### src/hw/rtl/xtss_pkg.sv
package xtss_pkg;

	// Characters the lexer reacts to
	localparam logic [7:0] CH_LT    = 8'h3C;
	localparam logic [7:0] CH_GT    = 8'h3E;
	localparam logic [7:0] CH_SLASH = 8'h2F;
	localparam logic [7:0] CH_QUEST = 8'h3F;
	localparam logic [7:0] CH_BANG  = 8'h21;
	localparam logic [7:0] CH_DASH  = 8'h2D;
	localparam logic [7:0] CH_AMP   = 8'h26;
	localparam logic [7:0] CH_SPACE = 8'h20;
	localparam logic [7:0] CH_TAB   = 8'h09;
	localparam logic [7:0] CH_CR    = 8'h0D;
	localparam logic [7:0] CH_LF    = 8'h0A;

	// Output queue depth (one request yields at most two results)
	localparam int unsigned QDEPTH = 2;

	typedef enum logic [2:0] {
		KIND_TEXT    = 3'd0,
		KIND_OPEN    = 3'd1,
		KIND_CLOSE   = 3'd2,
		KIND_SELF    = 3'd3,
		KIND_DECL    = 3'd4,
		KIND_COMMENT = 3'd5,
		KIND_EOF     = 3'd6,
		KIND_ERROR   = 3'd7
	} kind_t;

	typedef enum logic [2:0] {
		MODE_IDLE = 3'b001,
		MODE_TEXT = 3'b010,
		MODE_TAG  = 3'b100
	} mode_t;

	typedef struct packed {
		logic [7:0] byte_out;
		logic       byte_valid;
		logic       token_done;
		kind_t      token_kind;
		logic       last_result;
	} result_t;

endpackage

### src/hw/rtl/xtss_lexer.sv
module xtss_lexer
	import xtss_pkg::*;
(
	input  logic       clk,
	input  logic       arst_n,
	input  logic [7:0] data_s1,
	input  logic       eoi_s1,
	input  logic       commit,
	output logic [1:0] res_n,
	output result_t    res0,
	output result_t    res1
);

	mode_t       mode_q, mode_d;
	logic [1:0]  pos_q, pos_d;
	logic [7:0]  tb_q [3];
	logic [7:0]  tb_d [3];
	logic [7:0]  prev_q, prev_d;
	logic        is_drop;
	kind_t       tag_kind;

	assign is_drop = (data_s1 == CH_SPACE) || (data_s1 == CH_TAB) || (data_s1 == CH_CR) ||
		(data_s1 == CH_LF) || (data_s1 == CH_AMP);

	// Tag classification from the first three bytes and the byte before '>'
	always_comb begin
		priority if (tb_q[0] == CH_SLASH) begin
			tag_kind = KIND_CLOSE;
		end else if (prev_q == CH_SLASH) begin
			tag_kind = KIND_SELF;
		end else if (tb_q[0] == CH_QUEST && prev_q == CH_QUEST) begin
			tag_kind = KIND_DECL;
		end else if (tb_q[0] == CH_BANG && tb_q[1] == CH_DASH && tb_q[2] == CH_DASH) begin
			tag_kind = KIND_COMMENT;
		end else if (tb_q[0] == CH_BANG) begin
			tag_kind = KIND_DECL;
		end else begin
			tag_kind = KIND_OPEN;
		end
	end

	// Results and next state for the request in s1
	always_comb begin
		res_n  = 2'd0;
		res0   = '0;
		res1   = '0;
		mode_d = mode_q;
		pos_d  = pos_q;
		tb_d   = tb_q;
		prev_d = prev_q;
		if (eoi_s1) begin
			res0.token_done = 1'b1;
			unique case (mode_q)
				MODE_TEXT: begin
					res0.token_kind = KIND_TEXT;
					res1.token_done = 1'b1;
					res1.token_kind = KIND_EOF;
					res_n = 2'd2;
				end
				MODE_TAG: begin
					res0.token_kind = KIND_ERROR;
					res_n = 2'd1;
				end
				default: begin
					res0.token_kind = KIND_EOF;
					res_n = 2'd1;
				end
			endcase
			mode_d = MODE_IDLE;
			pos_d  = 2'd0;
			tb_d   = '{default: 8'h00};
			prev_d = 8'h00;
		end else begin
			unique case (mode_q)
				MODE_TEXT: begin
					if (data_s1 == CH_LT) begin
						// text ends, then the '<' opens a tag
						res0.token_done = 1'b1;
						res0.token_kind = KIND_TEXT;
						res1.byte_out   = data_s1;
						res1.byte_valid = 1'b1;
						res_n  = 2'd2;
						mode_d = MODE_TAG;
						pos_d  = 2'd0;
						tb_d   = '{default: 8'h00};
						prev_d = CH_LT;
					end else begin
						res0.byte_out   = data_s1;
						res0.byte_valid = 1'b1;
						res_n  = 2'd1;
						prev_d = data_s1;
					end
				end
				MODE_TAG: begin
					res0.byte_out   = data_s1;
					res0.byte_valid = 1'b1;
					res_n  = 2'd1;
					prev_d = data_s1;
					if (data_s1 == CH_GT) begin
						res0.token_done = 1'b1;
						res0.token_kind = tag_kind;
						mode_d = MODE_IDLE;
						pos_d  = 2'd0;
					end else if (pos_q != 2'd3) begin
						tb_d[pos_q] = data_s1;
						pos_d = pos_q + 2'd1;
					end
				end
				default: begin
					// idle, and any unused mode code
					mode_d = MODE_IDLE;
					if (!is_drop) begin
						res0.byte_out   = data_s1;
						res0.byte_valid = 1'b1;
						res_n = 2'd1;
						if (data_s1 == CH_LT) begin
							mode_d = MODE_TAG;
							pos_d  = 2'd0;
							tb_d   = '{default: 8'h00};
							prev_d = CH_LT;
						end else begin
							mode_d = MODE_TEXT;
							prev_d = data_s1;
						end
					end
				end
			endcase
		end
		// mark the final result of this request
		if (res_n == 2'd2) begin
			res1.last_result = 1'b1;
		end else if (res_n == 2'd1) begin
			res0.last_result = 1'b1;
		end
	end

	// Scanner state
	always_ff @(posedge clk or negedge arst_n) begin
		if (!arst_n) begin
			mode_q <= MODE_IDLE;
			pos_q  <= 2'd0;
			tb_q   <= '{default: 8'h00};
			prev_q <= 8'h00;
		end else if (commit) begin
			mode_q <= mode_d;
			pos_q  <= pos_d;
			tb_q   <= tb_d;
			prev_q <= prev_d;
		end
	end

endmodule

### src/hw/rtl/xtss_out_queue.sv
module xtss_out_queue
	import xtss_pkg::*;
(
	input  logic       clk,
	input  logic       arst_n,
	input  logic [1:0] push_n,
	input  result_t    push0,
	input  result_t    push1,
	input  logic       pop,
	output logic [1:0] free_slots,
	output logic       head_valid,
	output result_t    head
);

	localparam logic [1:0] DEPTH_L = 2'(QDEPTH);

	result_t    ent_q [QDEPTH];
	result_t    ent_d [QDEPTH];
	logic [1:0] cnt_q, cnt_d, cnt_b;

	assign head_valid = (cnt_q != 2'd0);
	assign head       = ent_q[0];
	// room for this cycle's pushes, counting the entry popped now
	assign free_slots = DEPTH_L - cnt_q + {1'b0, pop};

	// Shift out the popped head, then append the new results
	always_comb begin
		ent_d = ent_q;
		if (pop) begin
			ent_d[0] = ent_q[1];
		end
		cnt_b = cnt_q - {1'b0, pop};
		if (push_n != 2'd0) begin
			ent_d[cnt_b[0]] = push0;
		end
		if (push_n == 2'd2) begin
			ent_d[1] = push1;
		end
		cnt_d = cnt_b + push_n;
	end

	always_ff @(posedge clk or negedge arst_n) begin
		if (!arst_n) begin
			cnt_q <= 2'd0;
		end else begin
			cnt_q <= cnt_d;
		end
	end

	always_ff @(posedge clk) begin
		ent_q <= ent_d;
	end

endmodule

### src/hw/rtl/xml_token_stream_splitter.sv
// Flow: a request accepted into s1 is scanned there; with an empty output queue it
//   commits at once, and its first result is registered as the queue head.
// Throughput: one byte per cycle while the queue has room; a byte that ends a text
//   token (or end of input in text) yields two results for the single-result port.
// Reset: arst_n clears scan mode, tag history, the input stage and the output queue.
module xml_token_stream_splitter
	import xtss_pkg::*;
(
	input  logic       clk,
	input  logic       arst_n,
	input  logic       in_valid,
	output logic       in_stall,
	input  logic [7:0] data_byte,
	input  logic       end_of_input,
	output logic       out_valid,
	input  logic       out_stall,
	output logic [7:0] byte_out,
	output logic       byte_valid,
	output logic       token_done,
	output logic [2:0] token_kind,
	output logic       last_result
);

	logic       valid_s1;
	logic [7:0] data_s1;
	logic       eoi_s1;
	logic [1:0] res_n, free_slots;
	result_t    res0, res1, head;
	logic       commit, pop, accept;

	// s1 commits once the queue has room for all of its results
	assign commit   = valid_s1 && (free_slots >= res_n);
	assign in_stall = valid_s1 && !commit;
	assign accept   = in_valid && !in_stall;
	assign pop      = out_valid && !out_stall;

	// Input stage
	always_ff @(posedge clk or negedge arst_n) begin
		if (!arst_n) begin
			valid_s1 <= 1'b0;
		end else if (accept) begin
			valid_s1 <= 1'b1;
		end else if (commit) begin
			valid_s1 <= 1'b0;
		end
	end

	always_ff @(posedge clk) begin
		if (accept) begin
			data_s1 <= data_byte;
			eoi_s1  <= end_of_input;
		end
	end

	xtss_lexer u_lexer (
		.clk     (clk),
		.arst_n  (arst_n),
		.data_s1 (data_s1),
		.eoi_s1  (eoi_s1),
		.commit  (commit),
		.res_n   (res_n),
		.res0    (res0),
		.res1    (res1)
	);

	xtss_out_queue u_queue (
		.clk        (clk),
		.arst_n     (arst_n),
		.push_n     (commit ? res_n : 2'd0),
		.push0      (res0),
		.push1      (res1),
		.pop        (pop),
		.free_slots (free_slots),
		.head_valid (out_valid),
		.head       (head)
	);

	assign byte_out    = head.byte_out;
	assign byte_valid  = head.byte_valid;
	assign token_done  = head.token_done;
	assign token_kind  = head.token_kind;
	assign last_result = head.last_result;

endmodule

### config.mk
export PLATFORM = sky130hd
export DESIGN_NAME = xml_token_stream_splitter
export DESIGN_NICKNAME = d
export VERILOG_FILES = /design/src/hw/rtl/xtss_pkg.sv /design/src/hw/rtl/xtss_lexer.sv /design/src/hw/rtl/xtss_out_queue.sv /design/src/hw/rtl/xml_token_stream_splitter.sv
export SDC_FILE = /design/constraint.sdc
export NUM_CORES = 1
export LEC_CHECK = 0
export BUFFER_PORTS_ARGS = -buffer_cell sky130_fd_sc_hd__buf_2
export CORE_MARGIN = 2
export CORE_UTILIZATION = 50
export CTS_BUF_LIST = sky130_fd_sc_hd__clkbuf_16
export CTS_CLUSTER_SIZE = 24
export DETAILED_ROUTE_END_ITERATION = 8
export PLACE_DENSITY = 0.65
export SYNTH_ARGS = -nofsm -noshare
export SYNTH_HDL_FRONTEND = slang
export SYNTH_SLANG_ARGS = --single-unit
### constraint.sdc
create_clock -name clk -period 7.65 [get_ports clk]
set_input_delay 1.53 -clock clk [delete_from_list [all_inputs] [get_ports clk]]
set_output_delay 1.53 -clock clk [all_outputs]
set_load 0.005 [all_outputs]
==> out/summary.txt <==
status: completed
final setup fails: 0
CTS resizes: 0
Post-synth EDFFs: 23
most frequent cells in the layout: dfrtp_1 (39), buf_2 (28), mux2i_1 (27)
CTS sink cnt: 77
worst vdd ir: 0.177 mV
Post-Synthesis Cells: 345
worst-case clock buffer depth: 2
routed wire length per instance: 17.4 um
Leak: 1.81 nW
worst clock skew: 0.00957 ns
clock-pin slew on the worst setup and hold paths: 0.06 ns
Die Y-Extent: 92.4 um
Layout fillers: 670
pwr/cell area: 412 mW/mm^2
Pint: 1.10 mW
initial antenna violation count: 0
XOR/XNOR Fraction of Synth Area: 1.12%
Placed Area: 0.00400 sq mm
post-synthesis sequential area ratio: 50.5%
sequential power share: 39.8%
Synth Area in Simple Gates: 15.8%
clock network power share: 22.7%
Async SR Flop Fraction: 51.9%
mapped cell area: 0.00391 sq mm
root buffer cell: clkbuf_16
vias: 2662
Slowest cell on crit path: o22ai_1
diodes inserted: 0
min Tclk post-route: 5.30 ns
Hold Buf Count CTS: 0
first-pass GRT wire length: 13800 um
Max-Cap Viols: 0
post-route cell area: 0.00429 sq mm
NetSw: 0.667 mW
commonest non-fill, non-tap cell in the layout: dfrtp_1
vias per inst: 5.75
crit path max fanout: 17
TritonCTS buffer count: 9
layout cells sized above 1: 17.2%
largest net degree at the start of global routing: 41
CP Data Arrival Time: 5.24 ns
Initial Util: 51.1%
switching share of power: 37.8%
Post-synth top flop: dfrtp_1
Mean Syn Cell Area: 11.3 sq um
WP data required: 7.59 ns
full die area: 0.00854 sq mm
# port buffers: 28
Yosys reg bits: 77
Max Freq: 0.189 GHz
Post-route DRC: 0
Distinct cells, synth: 64
worst-path cell chain: buf_2 -> nand2b_1 -> ha_1 -> ha_1 -> nand2b_1 -> a21o_1 -> and2_0 -> nand3_1 -> o22ai_1
clock latency on the worst-skew pair: 0.33 ns
Final Hold Violating Endpoints: 0
Synth Area in Compound Gates: 15.3%
Max Slew Vio Count: 0
hpwl dp: 5710 um
multiplexer share of the synthesized area: 7.88%
post-synthesis adder-cell area fraction: 3.20%
Total GRT Usage: 20.9%
Detailed Routing Iterations Pass 1: 4
Setup TNS: 0 ns
Post-Route WL: 8060 um
nets: 379
core area: 0.00765 sq mm
CTS H-tree lvls: 3
post-route ant nets: 0
GRT Residual Overflow: 0
max incr delay on CP: 0.96 ns
area grow syn2layout: 9.77%
YS warnings: 0
Synth Net Count: 368
DR iter-0 viols: 180
Comb pwr share: 37.5%
critical path type: input pin to register
Setup Fix Bufs, Post-CTS: 0
type of the most critical hold path: register to register
vias in the first global route: 2678
Routability Congestion: 0.845
number of I/O pins: 29
critical path endpoint category: register
relative slew slack: 23.7%
RSZ-0062 raised after global routing: false
fin crit share: 69.2%
FP Rows: 32
Die W: 92.4 um
largest family of logic cells by synthesized area: simple AND/OR/NAND/NOR gates
TritonCTS clock tree: built
CP Launch Type: input pin
Least-Margin Pin Slew: 1.14 ns
## kinds of logic (layout without fill, tap and decap cells)
kind of cell / count (synthesis) / count (layout)
adders and majority gates: 10 / 10
muxes: 30 / 30
AOI/OAI and AO/OA: 80 / 80
xor gates and xnor gates: 5 / 5
buffers and inverters: 46 / 62
and+or+nand+nor: 97 / 97
DFF: 77 / 77
## cell usage after synthesis (all sizes together) (2+ instances only)
master | instances | area share [%]
nand4b | 3 | 0.67
a22o | 25 | 5.6
nor3 | 5 | 1.1
edfxtp | 23 | 18
o31ai | 8 | 1.5
mux2 | 3 | 0.96
xnor2 | 4 | 0.90
or2 | 2 | 0.32
o221ai | 2 | 0.45
nand4 | 7 | 1.1
a31oi | 3 | 0.48
or3b | 3 | 0.67
dfxtp | 14 | 7.2
nand3 | 11 | 1.4
dfrtp | 39 | 25
nand2 | 11 | 1.1
o21ai | 13 | 2.0
a211o | 4 | 0.90
nor3b | 5 | 1.3
nor4bb | 6 | 1.5
nand2b | 6 | 0.96
and2 | 6 | 0.96
o311ai | 2 | 0.45
nor2 | 17 | 1.6
o21bai | 2 | 0.38
o22ai | 3 | 0.48
a21oi | 12 | 1.5
nand3b | 3 | 0.58
inv | 18 | 1.7
ha | 10 | 3.2
nor2b | 2 | 0.32
clkbuf | 8 | 0.77
and3 | 2 | 0.32
buf | 20 | 3.7
mux2i | 27 | 6.9
## stage by stage
| stage | cells | utilization [%] | power (mW) | hold WS, ns | setup slack (ns) |
|---|---|---|---|---|---|
| 2_1_floorplan | 345 | - | 1.24 | 0.457 | 2.71 |
| 3_3_place_gp | 447 | 52.3 | 1.35 | 0.476 | 2.10 |
| 3_5_place_dp | 447 | 52.3 | 1.38 | 0.478 | 1.96 |
| 4_1_cts | 463 | 56.1 | 1.78 | 0.493 | 2.29 |
| 5_1_grt | 463 | 56.1 | 1.90 | 0.515 | 1.97 |
| 6_report | 463 | 56.1 | 1.77 | 0.488 | 2.35 |
## layer usage
| layer | global-route usage (%) | wire length (um) |
|---|---|---|
| met1 | 28.9 | 3720 |
| met2 | 32.1 | 3870 |
| met3 | 4.07 | 378 |
| met4 | 9.08 | 87 |
| met5 | 0 | 0 |
## power groups by stage
stage	clock [mW]	combinational (mW)	sequential, mW
6_report	0.400	0.662	0.704
5_1_grt	0.428	0.750	0.721
4_1_cts	0.408	0.669	0.704
3_5_place_dp	0	0.668	0.711
3_3_place_gp	0	0.648	0.705
2_1_floorplan	0	0.588	0.650
## area by class of cell
type	count	area (sq um)	area share, %
clock buffer	10	250	5.83
timing repair buffer	28	140	3.27
inverter	18	67.6	1.58
multi-input combinational	222	1690	39.5
tap	102	128	2.98
clock inverter	6	37.5	0.875
sequential	77	1970	46.0
## path summary, 6_finish.rpt
path / startpoint / end / slack [ns] / depth (start not counted)
max in group asynchronous: arst_n / u_lexer.prev_q[4] / 5.71 / 1
worst min-delay path: u_lexer.tb_q[11] / u_lexer.tb_q[11] / 0.49 / 1
worst max-delay path: out_stall / u_queue.ent_q[3] / 2.35 / 9
worst min register to register: u_lexer.tb_q[11] / u_lexer.tb_q[11] / 0.49 / 1
worst max register to register: data_s1[0] / u_queue.ent_q[3] / 2.82 / 11
min in group asynchronous: arst_n / valid_s1 / 1.35 / 1
## flip-flops by register name (all words and copies together), names as in the netlist
register,count
u_lexer.mode_q,3
u_lexer.pos_q,2
u_queue.cnt_q,2
u_queue.head,14
u_lexer.prev_q,8
eoi_s1,1
valid_s1,1
u_queue.ent_q,14
u_lexer.tb_q,24
data_s1,8
## worst max-delay path, delay by kind of cell
kind / cells / cell delay [ns]
fa+ha+maj: 2 / 0.78
buf+inv: 1 / 0.09
compound gates: 2 / 1.14
simple gates: 4 / 1.68
Note: power is estimated with default switching activity, not from simulation.
